===== config.mk =====
export PLATFORM = sky130hd
export DESIGN_NAME = aging_page_replacement
export DESIGN_NICKNAME = d
export VERILOG_FILES = /design/src/apr_pkg.sv /design/src/apr_scan_unit.sv /design/src/apr_frame_store.sv /design/src/aging_page_replacement.sv
export SDC_FILE = /design/constraint.sdc
export NUM_CORES = 2
export LEC_CHECK = 0
export BUFFER_PORTS_ARGS = -buffer_cell sky130_fd_sc_hd__buf_2
export CAP_MARGIN = 20
export CELL_PAD_IN_SITES_DETAIL_PLACEMENT = 2
export CELL_PAD_IN_SITES_GLOBAL_PLACEMENT = 2
export CORE_MARGIN = 5
export CORE_UTILIZATION = 49
export CTS_CLUSTER_SIZE = 20
export DETAILED_ROUTE_END_ITERATION = 8
export HOLD_SLACK_MARGIN = 0.05
export PLACE_DENSITY = 0.8
export SLEW_MARGIN = 15
export SYNTH_ARGS = -nofsm -noshare
export SYNTH_HDL_FRONTEND = slang
export SYNTH_HIERARCHICAL = 1
export SYNTH_SLANG_ARGS = --single-unit

===== constraint.sdc =====
create_clock -name clock -period 6.15 [get_ports clock]
set_input_delay 0.615 -clock clock [delete_from_list [all_inputs] [get_ports clock]]
set_output_delay 0.615 -clock clock [all_outputs]
set_load 0.005 [all_outputs]

===== src/apr_pkg.sv =====
// ----------------------------------------------------------------------------
// apr_pkg
// Shared types and constants for the aging page replacement block.
// ----------------------------------------------------------------------------
package apr_pkg;

   localparam int FRAMES_DEF    = 64;
   localparam int PAGE_BITS_DEF = 20;

   localparam int AGE_W        = 8;
   localparam logic [AGE_W-1:0] AGE_TOP = 8'h80;

   localparam int PAGE_FIELD_W = 20;
   localparam int IDX_FIELD_W  = 6;
   localparam int TOTAL_W      = 32;

   localparam int REQ_TDATA_W  = 24;
   localparam int RSP_TDATA_W  = 72;

   // write strobes from the sequencer to the frame store
   typedef struct packed {
      logic age_we;
      logic tag_we;
      logic valid_set;
   } store_ctl_type;

   function automatic logic [TOTAL_W-1:0] sat_inc(input logic [TOTAL_W-1:0] v);
      sat_inc = (v == {TOTAL_W{1'b1}}) ? v : v + 1'b1;
   endfunction

endpackage


===== src/apr_scan_unit.sv =====
// ----------------------------------------------------------------------------
// apr_scan_unit
// Per-frame compare and shift unit, reused once per frame during a scan.
// ----------------------------------------------------------------------------
module apr_scan_unit
   import apr_pkg::*;
#(
   parameter int PAGE_BITS = PAGE_BITS_DEF
) (
   input  logic                 entry_valid,
   input  logic [PAGE_BITS-1:0] entry_tag,
   input  logic [AGE_W-1:0]     entry_age,
   input  logic [PAGE_BITS-1:0] page,
   input  logic [AGE_W-1:0]     min_age,
   input  logic                 first,
   output logic                 match,
   output logic [AGE_W-1:0]     aged,
   output logic                 take_min
);

   logic [AGE_W-1:0] age_eff;

   // an empty frame reads as age zero
   assign age_eff  = entry_valid ? entry_age : '0;
   assign aged     = age_eff >> 1;
   assign match    = entry_valid && (entry_tag == page);
   assign take_min = first || (aged < min_age);

endmodule


===== src/apr_frame_store.sv =====
// ----------------------------------------------------------------------------
// apr_frame_store
// Frame tag and age memories with per-frame valid bits, one read and one
// write per cycle.
// ----------------------------------------------------------------------------
module apr_frame_store
   import apr_pkg::*;
#(
   parameter int FRAMES    = FRAMES_DEF,
   parameter int PAGE_BITS = PAGE_BITS_DEF,
   parameter int IDX_W     = (FRAMES > 1) ? $clog2(FRAMES) : 1
) (
   input  logic                 clock,
   input  logic                 reset,
   input  logic [IDX_W-1:0]     rd_addr,
   output logic                 rd_valid,
   output logic [PAGE_BITS-1:0] rd_tag,
   output logic [AGE_W-1:0]     rd_age,
   input  store_ctl_type        wr_ctl,
   input  logic [IDX_W-1:0]     wr_addr,
   input  logic [PAGE_BITS-1:0] wr_tag,
   input  logic [AGE_W-1:0]     wr_age
);

   logic [PAGE_BITS-1:0] tag_mem [FRAMES];
   logic [AGE_W-1:0]     age_mem [FRAMES];
   logic [FRAMES-1:0]    valid_ff;
   logic [FRAMES-1:0]    valid_in;

   always_comb begin
      valid_in = valid_ff;
      if (wr_ctl.valid_set) begin
         valid_in[wr_addr] = 1'b1;
      end
   end

   always_ff @(posedge clock) begin
      if (reset) begin
         valid_ff <= '0;
      end else begin
         valid_ff <= valid_in;
      end
   end

   always_ff @(posedge clock) begin
      rd_valid <= valid_ff[rd_addr];
      rd_tag   <= tag_mem[rd_addr];
      rd_age   <= age_mem[rd_addr];
      if (wr_ctl.tag_we) begin
         tag_mem[wr_addr] <= wr_tag;
      end
      if (wr_ctl.age_we) begin
         age_mem[wr_addr] <= wr_age;
      end
   end

endmodule


===== src/aging_page_replacement.sv =====
// ----------------------------------------------------------------------------
// aging_page_replacement
// Aging page replacement with 8-bit counters: one page reference per request,
// hit/miss, frame used and saturating hit and miss totals per response.
// ----------------------------------------------------------------------------
//  channel   direction  tdata                                   tuser
//  req_      in         [19:0] page_number                      -
//  rsp_      out        [5:0] frame_index, [37:6] hit_total,    [0] hit
//                       [69:38] miss_total
//
//  a request passes through the accept in idle, a scan at one frame per cycle
//  through the shared compare/shift unit on the store's single read port, a
//  pipeline drain state and a write-back state.
//  reset is synchronous; valid bits clear at once, no clearing pass.
//  a new request is taken while the previous response still waits; the
//  write-back holds until the response register is free.
// ----------------------------------------------------------------------------
module aging_page_replacement
   import apr_pkg::*;
#(
   parameter int FRAMES    = FRAMES_DEF,
   parameter int PAGE_BITS = PAGE_BITS_DEF
) (
   input  logic                   clock,
   input  logic                   reset,
   input  logic                   req_tvalid,
   output logic                   req_tready,
   input  logic [REQ_TDATA_W-1:0] req_tdata,   // [19:0] page_number
   output logic                   rsp_tvalid,
   input  logic                   rsp_tready,
   output logic [RSP_TDATA_W-1:0] rsp_tdata,   // frame_index, hit_total, miss_total
   output logic                   rsp_tuser    // hit
);

   localparam int IDX_W = (FRAMES > 1) ? $clog2(FRAMES) : 1;
   localparam logic [IDX_W-1:0] LAST_IDX = IDX_W'(FRAMES - 1);

   typedef enum logic [1:0] {
      ST_IDLE,
      ST_SCAN,
      ST_DRAIN,
      ST_UPDATE
   } state_type;

   state_type            state_ff, state_in;
   logic [PAGE_BITS-1:0] page_ff, page_in;
   logic [IDX_W-1:0]     rd_addr_ff, rd_addr_in;
   logic                 p_vld_ff, p_vld_in;
   logic [IDX_W-1:0]     p_addr_ff, p_addr_in;
   logic                 first_ff, first_in;
   logic                 found_ff, found_in;
   logic [IDX_W-1:0]     hit_idx_ff, hit_idx_in;
   logic [AGE_W-1:0]     hit_age_ff, hit_age_in;
   logic [AGE_W-1:0]     min_age_ff, min_age_in;
   logic [IDX_W-1:0]     min_idx_ff, min_idx_in;

   logic                   rsp_valid_ff, rsp_valid_in;
   logic                   rsp_hit_ff, rsp_hit_in;
   logic [IDX_FIELD_W-1:0] rsp_idx_ff, rsp_idx_in;
   logic [TOTAL_W-1:0]     hit_total_ff, hit_total_in;
   logic [TOTAL_W-1:0]     miss_total_ff, miss_total_in;

   logic                 rd_valid;
   logic [PAGE_BITS-1:0] rd_tag;
   logic [AGE_W-1:0]     rd_age;
   store_ctl_type        wr_ctl;
   logic [IDX_W-1:0]     wr_addr;
   logic [AGE_W-1:0]     wr_age;

   logic                 match;
   logic [AGE_W-1:0]     aged;
   logic                 take_min;
   logic                 req_take;
   logic                 upd_go;
   logic [IDX_W-1:0]     used_idx;

   apr_frame_store #(
      .FRAMES    (FRAMES),
      .PAGE_BITS (PAGE_BITS),
      .IDX_W     (IDX_W)
   ) u_store (
      .clock    (clock),
      .reset    (reset),
      .rd_addr  (rd_addr_ff),
      .rd_valid (rd_valid),
      .rd_tag   (rd_tag),
      .rd_age   (rd_age),
      .wr_ctl   (wr_ctl),
      .wr_addr  (wr_addr),
      .wr_tag   (page_ff),
      .wr_age   (wr_age)
   );

   apr_scan_unit #(
      .PAGE_BITS (PAGE_BITS)
   ) u_scan (
      .entry_valid (rd_valid),
      .entry_tag   (rd_tag),
      .entry_age   (rd_age),
      .page        (page_ff),
      .min_age     (min_age_ff),
      .first       (first_ff),
      .match       (match),
      .aged        (aged),
      .take_min    (take_min)
   );

   assign req_tready = (state_ff == ST_IDLE);
   assign req_take   = req_tvalid && req_tready;
   assign upd_go     = (state_ff == ST_UPDATE) && (!rsp_valid_ff || rsp_tready);
   assign used_idx   = found_ff ? hit_idx_ff : min_idx_ff;

   // store write port: aged counter during the scan, chosen frame at write-back
   always_comb begin
      wr_ctl    = '0;
      wr_addr   = p_addr_ff;
      wr_age    = aged;
      if (p_vld_ff) begin
         wr_ctl.age_we = 1'b1;
      end else if (upd_go) begin
         wr_addr          = used_idx;
         wr_ctl.age_we    = 1'b1;
         wr_ctl.tag_we    = !found_ff;
         wr_ctl.valid_set = !found_ff;
         wr_age           = found_ff ? (hit_age_ff | AGE_TOP) : AGE_TOP;
      end
   end

   always_comb begin
      state_in      = state_ff;
      page_in       = page_ff;
      rd_addr_in    = rd_addr_ff;
      p_vld_in      = 1'b0;
      p_addr_in     = rd_addr_ff;
      first_in      = first_ff;
      found_in      = found_ff;
      hit_idx_in    = hit_idx_ff;
      hit_age_in    = hit_age_ff;
      min_age_in    = min_age_ff;
      min_idx_in    = min_idx_ff;
      rsp_valid_in  = rsp_valid_ff && !rsp_tready;
      rsp_hit_in    = rsp_hit_ff;
      rsp_idx_in    = rsp_idx_ff;
      hit_total_in  = hit_total_ff;
      miss_total_in = miss_total_ff;

      if (p_vld_ff) begin
         first_in = 1'b0;
         if (match && !found_ff) begin
            found_in   = 1'b1;
            hit_idx_in = p_addr_ff;
            hit_age_in = aged;
         end
         if (take_min) begin
            min_age_in = aged;
            min_idx_in = p_addr_ff;
         end
      end

      unique case (state_ff)
         ST_IDLE: begin
            if (req_take) begin
               page_in    = PAGE_BITS'(req_tdata[PAGE_FIELD_W-1:0]);
               rd_addr_in = '0;
               first_in   = 1'b1;
               found_in   = 1'b0;
               state_in   = ST_SCAN;
            end
         end
         ST_SCAN: begin
            p_vld_in = 1'b1;
            if (rd_addr_ff == LAST_IDX) begin
               state_in = ST_DRAIN;
            end else begin
               rd_addr_in = rd_addr_ff + 1'b1;
            end
         end
         ST_DRAIN: begin
            state_in = ST_UPDATE;
         end
         ST_UPDATE: begin
            if (upd_go) begin
               rsp_valid_in = 1'b1;
               rsp_hit_in   = found_ff;
               rsp_idx_in   = IDX_FIELD_W'(used_idx);
               if (found_ff) begin
                  hit_total_in = sat_inc(hit_total_ff);
               end else begin
                  miss_total_in = sat_inc(miss_total_ff);
               end
               state_in = ST_IDLE;
            end
         end
         default: begin
            state_in = ST_IDLE;
         end
      endcase
   end

   always_ff @(posedge clock) begin
      if (reset) begin
         state_ff      <= ST_IDLE;
         p_vld_ff      <= 1'b0;
         rsp_valid_ff  <= 1'b0;
         hit_total_ff  <= '0;
         miss_total_ff <= '0;
      end else begin
         state_ff      <= state_in;
         p_vld_ff      <= p_vld_in;
         rsp_valid_ff  <= rsp_valid_in;
         hit_total_ff  <= hit_total_in;
         miss_total_ff <= miss_total_in;
      end
      page_ff    <= page_in;
      rd_addr_ff <= rd_addr_in;
      p_addr_ff  <= p_addr_in;
      first_ff   <= first_in;
      found_ff   <= found_in;
      hit_idx_ff <= hit_idx_in;
      hit_age_ff <= hit_age_in;
      min_age_ff <= min_age_in;
      min_idx_ff <= min_idx_in;
      rsp_hit_ff <= rsp_hit_in;
      rsp_idx_ff <= rsp_idx_in;
   end

   assign rsp_tvalid = rsp_valid_ff;
   assign rsp_tuser  = rsp_hit_ff;
   assign rsp_tdata  = {2'b00, miss_total_ff, hit_total_ff, rsp_idx_ff};

   a_take_starts_scan: assert property (@(posedge clock) disable iff (reset)
      req_take |=> (state_ff == ST_SCAN))
      else $error("accepted request did not start a scan");

   a_idle_no_pipe: assert property (@(posedge clock) disable iff (reset)
      (state_ff == ST_IDLE) |-> !p_vld_ff)
      else $error("scan pipeline busy while idle");

   a_update_holds: assert property (@(posedge clock) disable iff (reset)
      (state_ff == ST_UPDATE) && !upd_go |=> (state_ff == ST_UPDATE))
      else $error("write-back left before the response register was free");

   a_hit_counted: assert property (@(posedge clock) disable iff (reset)
      rsp_valid_ff && rsp_hit_ff |-> (hit_total_ff != '0))
      else $error("hit response with zero hit total");

   a_miss_counted: assert property (@(posedge clock) disable iff (reset)
      rsp_valid_ff && !rsp_hit_ff |-> (miss_total_ff != '0))
      else $error("miss response with zero miss total");

endmodule

### Word level (Yosys, flattened, before mapping)

Memories as Yosys holds them, arrays and structs flattened. A register that Yosys moved wholly into a read port is not among the register bits.
Index checks and enable logic that the tools add are counted.

| storage, ports and cells | value |
|---|---|
| bits in registers | 200 |
| memory bits (writable) | 1792 |
| output and inout bits | 75 |
| logic and storage cells | 98 |
| memories kept | 2 |

| cells by class | value |
|---|---|
| add/sub/neg operators | 3 |
| $lt $le $gt $ge | 4 |
| eq/ne operators | 11 |
| muxes and demuxes | 35 |
| bitwise logic cells | 4 |
| reduce and logical (&&, ||, !) cells | 21 |

Memories:

| name | words | width | rd ports | clocked after Yosys merged registers in | write ports | line | source |
|---|---|---|---|---|---|---|---|
| u_store.tag_mem | 64 | 20 | 1 | 1 | 1 | apr_frame_store.sv:25 | `logic [PAGE_BITS-1:0] tag_mem [FRAMES];` |
| u_store.age_mem | 64 | 8 | 1 | 1 | 1 | apr_frame_store.sv:26 | `logic [AGE_W-1:0] age_mem [FRAMES];` |

Operator list:

| kind | number |
|---|---|
| adder 32 x 1 -> 32 bit (second input constant) | 2 |
| == test 32 bit (second input constant) | 2 |
| OR 64 bit | 1 |
| two-way mux 6 bit | 5 |
| two-way mux 8 bit | 3 |
| == test 20 bit | 1 |
| two-way mux 1 bit | 17 |
| less-than comparator 6 x 7 -> 1 bit (second input constant) | 2 |
| case mux 6 bit (2 select lines) | 1 |
| two-way mux 2 bit | 4 |
| case mux 2 bit (4 select lines) | 1 |
| AND reduction 2 bit | 4 |
| AND reduction 4 bit | 2 |
| less-than comparator 7 bit | 1 |
| two-way mux 7 bit | 1 |
| adder 6 x 1 -> 6 bit (second input constant) | 1 |
| binary-select mux 1 bit (select 6 bit) | 1 |
| demux 1 bit (select 6 bit) | 1 |
| == test 6 bit (second input constant) | 1 |
| >= comparator 6 x 1 -> 1 bit (second input constant) | 1 |
| logical AND 1 bit | 6 |
| != test 2 bit (second input constant) | 3 |
| AND reduction 3 bit | 2 |
| == test 2 bit (second input constant) | 2 |
| other kinds (8) | 13 |

### Depth between registers and ports, before layout

| depth | value |
|---|---|
| depth after elaboration | 10 |
| mapped depth | 14 |
| mapped depth without buffers | 10 |

### Hierarchy

Netlist, hierarchy kept.

By module, submodules not included:

| module | times used | cells each | area each (µm²) | sequential area each (µm²) |
|---|---|---|---|---|
| apr_frame_store | 1 | 3518 | 72811.1 | 55673.4 |
| aging_page_replacement | 1 | 583 | 5962.0 | 3323.2 |
| apr_scan_unit | 1 | 58 | 440.4 | 0.0 |

### Worst setup path before layout

OpenSTA, ideal clock, no wires.

| timing | value |
|---|---|
| kind | input to register |
| start | input rsp_tready |
| end | memory u_store.age_mem[0][1] (data pin) |
| library setup time | 0.702 ns |
| arrival | 3.667 ns |
| data required time | 5.448 ns |
| path slack | 1.781 ns |
| stages on the path | 4 |
| path buffers | 1 |
| path through | nand2b_1 > nand3_1 > clkbuf_1 > o21ai_0 |

| on the way | value |
|---|---|
| word-level cells in the longest chain between the ends | 4 |

Ends and longest elaborated chain:

| what | line | source |
|---|---|---|
| start, declared | aging_page_replacement.sv:30 | `input logic rsp_tready,` |
| logical OR 1 bit | aging_page_replacement.sv:110 | `assign upd_go = (state_ff == ST_UPDATE) && (!rsp_valid_ff \|\| rsp_tready);` |
| logical AND 1 bit | aging_page_replacement.sv:110 |  |
| two-way mux 8 bit | aging_page_replacement.sv:120 | `end else if (upd_go) begin` |
| two-way mux 8 bit | aging_page_replacement.sv:118 | `if (p_vld_ff) begin` |
| net wr_age[1] | aging_page_replacement.sv:68 | `logic [AGE_W-1:0] wr_age;` |
| end, declared | apr_frame_store.sv:26 |  |

The timed path passes the listed nets, and every way through them passes these cells.

### Worst setup path after layout

| timing | value |
|---|---|
| start | register found_ff |
| end | memory u_store.age_mem[4][5], enable pin |

| on the way | value |
|---|---|
| word-level cells in the longest chain between the ends | 3 |

Ends and longest elaborated chain:

| what | line | source |
|---|---|---|
| start, declared | aging_page_replacement.sv:51 | `logic found_ff, found_in;` |
| start signal, assigned | aging_page_replacement.sv:218 | `found_ff <= found_in;` |
| two-way mux 6 bit | aging_page_replacement.sv:111 | `assign used_idx = found_ff ? hit_idx_ff : min_idx_ff;` |
| net used_idx[0] | aging_page_replacement.sv:75 | `logic [IDX_W-1:0] used_idx;` |
| two-way mux 6 bit | aging_page_replacement.sv:120 |  |
| two-way mux 6 bit | aging_page_replacement.sv:118 |  |
| net wr_addr[0] | aging_page_replacement.sv:67 | `logic [IDX_W-1:0] wr_addr;` |

The timed path passes the listed nets, and every way through them passes these cells.

==> summary by stage <==
Synthesis
For this run, the number of Yosys warnings is 6. Summing every instance area after synthesis gives 76,800 um2. A synthesized cell averages 18.9 um2. Synthesis produced 4,063 cells.

Placement
The wire-length estimate of the detail-placed layout is 157,000 um. Buffers placed on the I/O ports in this run total 96. The routability congestion estimate is 0.816.

Once placement completed, the tool counted placed cells totaling roughly 6,000.

Clock tree
The number of setup buffers added after CTS is 0. TritonCTS built the clock tree. In this run the clock root is driven by a clkbuf_16. The number of buffers inserted during clock tree synthesis is 201. After clock tree synthesis, the repair step resized 0 gates.

Clock tree synthesis found a total of around 2,000 sinks. Clock latency on the worst-skew pair, taken at its later pin, is 0.85 ns. The H-tree was split into 4 levels.

In this run the deepest clock path goes through 3 buffers. After clock tree synthesis, the clock-pin slew on the worst setup and hold paths is 0.06 ns.

Drt
The via count is ~45,000. The DRC marker count from the first detailed-route iteration is ~6,400. The count of antenna-violating nets left after detailed routing is 0. In the routed design, unresolved DRC markers number 0.

The detailed-route wire length is 275,000 um. The number of vias per cell after detailed routing is 6.85. The average detailed-routed wire length per instance is 42.2 um. The number of iterations in the first detailed-routing pass is 6.

STA
The count of final hold-check violations is 0. For the final database, setup skew stands at around 0.034 ns. At the pin with the least slew margin, the transition time is 1.17 ns. The final number of max-transition violations is 0. Setup violations remaining at the end of the flow were counted as 0. The worst path needs 4.78 ns of the cycle, external delays included.

The worst slew margin relative to its limit is between 20 and 25%. Of the available clock period, the critical path in the final layout requires 77.7%. Setup repair after global routing left no endpoint under its margin. The summed negative setup slack over all endpoints is 0 ns. The achievable frequency is 0.209 GHz.

Cells and area
The commonest non-fill, non-tap cell in the layout is edfxtp_1. The library cells used most frequently in the layout, excluding fill and tap cells, are edfxtp_1, mux4_2, mux2i_1. For this run, the post-layout net count is 4,333. The final standard cell utilization of the core is ~56%. The number of diodes is 0. The area growth from synthesis to layout is 13.0%. The fraction of final layout cells with drive strength greater than 1 is 25.6%. The count of placed standard cells in the final layout, fillers left out is roughly 6,500.

Global routing
The pin count of the biggest net entering global routing is 100. The via count of the first global-routing pass is 46,900. The initial antenna violation count is 11. The overall track demand over capacity in global routing is 33.4%. For this run the aggregate overflow at the end of global routing stands at 0. The first global-routing pass estimated slightly below 400,000 um of wire.

Setup path
For the worst setup path, the data required time is 6.61 ns. The kind of start point of the critical path is a flip-flop. The setup path with the least slack is of type reg -> reg. Data arrives at the worst endpoint at 5.23 ns. The critical-path maximum fanout is 19.

The kind of end point of the critical path is a flip-flop.

Worst hold path
The worst hold path belongs to the class in -> reg.

Floorplanning
The starting density of the core is 49.2%. The overall die area is about 160,000 um2. The count of standard-cell rows is 145. The floorplan step set the die height to 406 um. In this run the count of I/O pins placed on the die edge is 103. The core area is 156,000 um2. The die width is 406 um.

Job
Max-cap violations in this run came to 0.

Power
The static leakage is between 20 and 30 nW. The overall power is 40.6 mW. The power density normalized to cell area is 468 nW/um2. The worst ir drop on vdd is 0.335 mV.

Outcome
The flow ran to the end, and the final reports show no timing, DRC or antenna violations.
==> sequential cells by signal (all words and copies together) (netlist names) <==
name	count
u_store/tag_mem	1280
u_store/age_mem	448
u_store/valid_ff	64
hit_total_ff	32
miss_total_ff	32
page_ff	20
u_store/rd_tag	20
min_age_ff	8
u_store/rd_age	7
hit_age_ff	6
hit_idx_ff	6
min_idx_ff	6
p_addr_ff	6
p_addr_in	6
rsp_idx_ff	6
state_ff	2
first_ff	1
found_ff	1
p_vld_ff	1
rsp_tuser	1
rsp_tvalid	1
u_store/rd_valid	1
==> power breakdown <==
part           total, mW  leakage [nW]  internal [mW]  switching (mW)
clock               12.7          3.19           7.02            5.70
sequential          15.9          17.5           15.6           0.313
combinational       11.9          7.06           3.87            8.07
==> final timing paths <==
check | startpoint | to | slack [ns] | cells after the start
worst max-delay path | found_ff | u_store/age_mem[4][5] | 1.37 | 7
worst min-delay path | rsp_tready | rsp_tvalid | 0.13 | 4
worst max register to register | found_ff | u_store/age_mem[4][5] | 1.37 | 7
worst min register to register | p_addr_in[5] | p_addr_ff[5] | 0.43 | 0
==> per-stage QoR <==
| step | instance area, um2 | hold WS (ns) | worst slack (ns) |
|---|---|---|---|
| global placement | 79900 | 0.385 | 1.62 |
| floorplan | 76800 | 0.398 | 1.81 |
| global route | 86700 | 0.146 | 1.31 |
| CTS | 86700 | 0.0845 | 1.48 |
| detailed placement | 80000 | 0.409 | 1.52 |
| finish | 86700 | 0.127 | 1.37 |
==> layer usage <==
metal  GRT usage (%)  part of all wire (%)  vias up
li1                -                     -    17000
met1            43.6                    37    24000
met2            55.4                    49     2992
met3            5.55                   8.4      736
met4            15.7                   5.8        0
met5               0                     0        -
==> what timing repair did <==
item,CTS,global route
hold buffers,20,0
endpoints found under the setup margin,0,0
endpoints found under the hold margin,20,0
==> final cells by class <==
cell class	count	area, um2
fill	13100	69300
sequential	1955	57000
multi-input combinational	1842	18500
clock buffer	263	5500
tap	2058	2570
timing repair buffer	272	2000
clock inverter	115	1040
inverter	19	71.3
==> worst max-delay path, cell delays in order (launching register included) <==
cell and delay (ns):
dfxtp_1 0.97, mux2_2 0.45, nand2_1 0.10, nand2_1 0.40
nor2_1 0.29, and2_1 0.59, nand2_1 0.51, nor2_1 1.06
No activity file was read; power rests on OpenSTA's default activity.
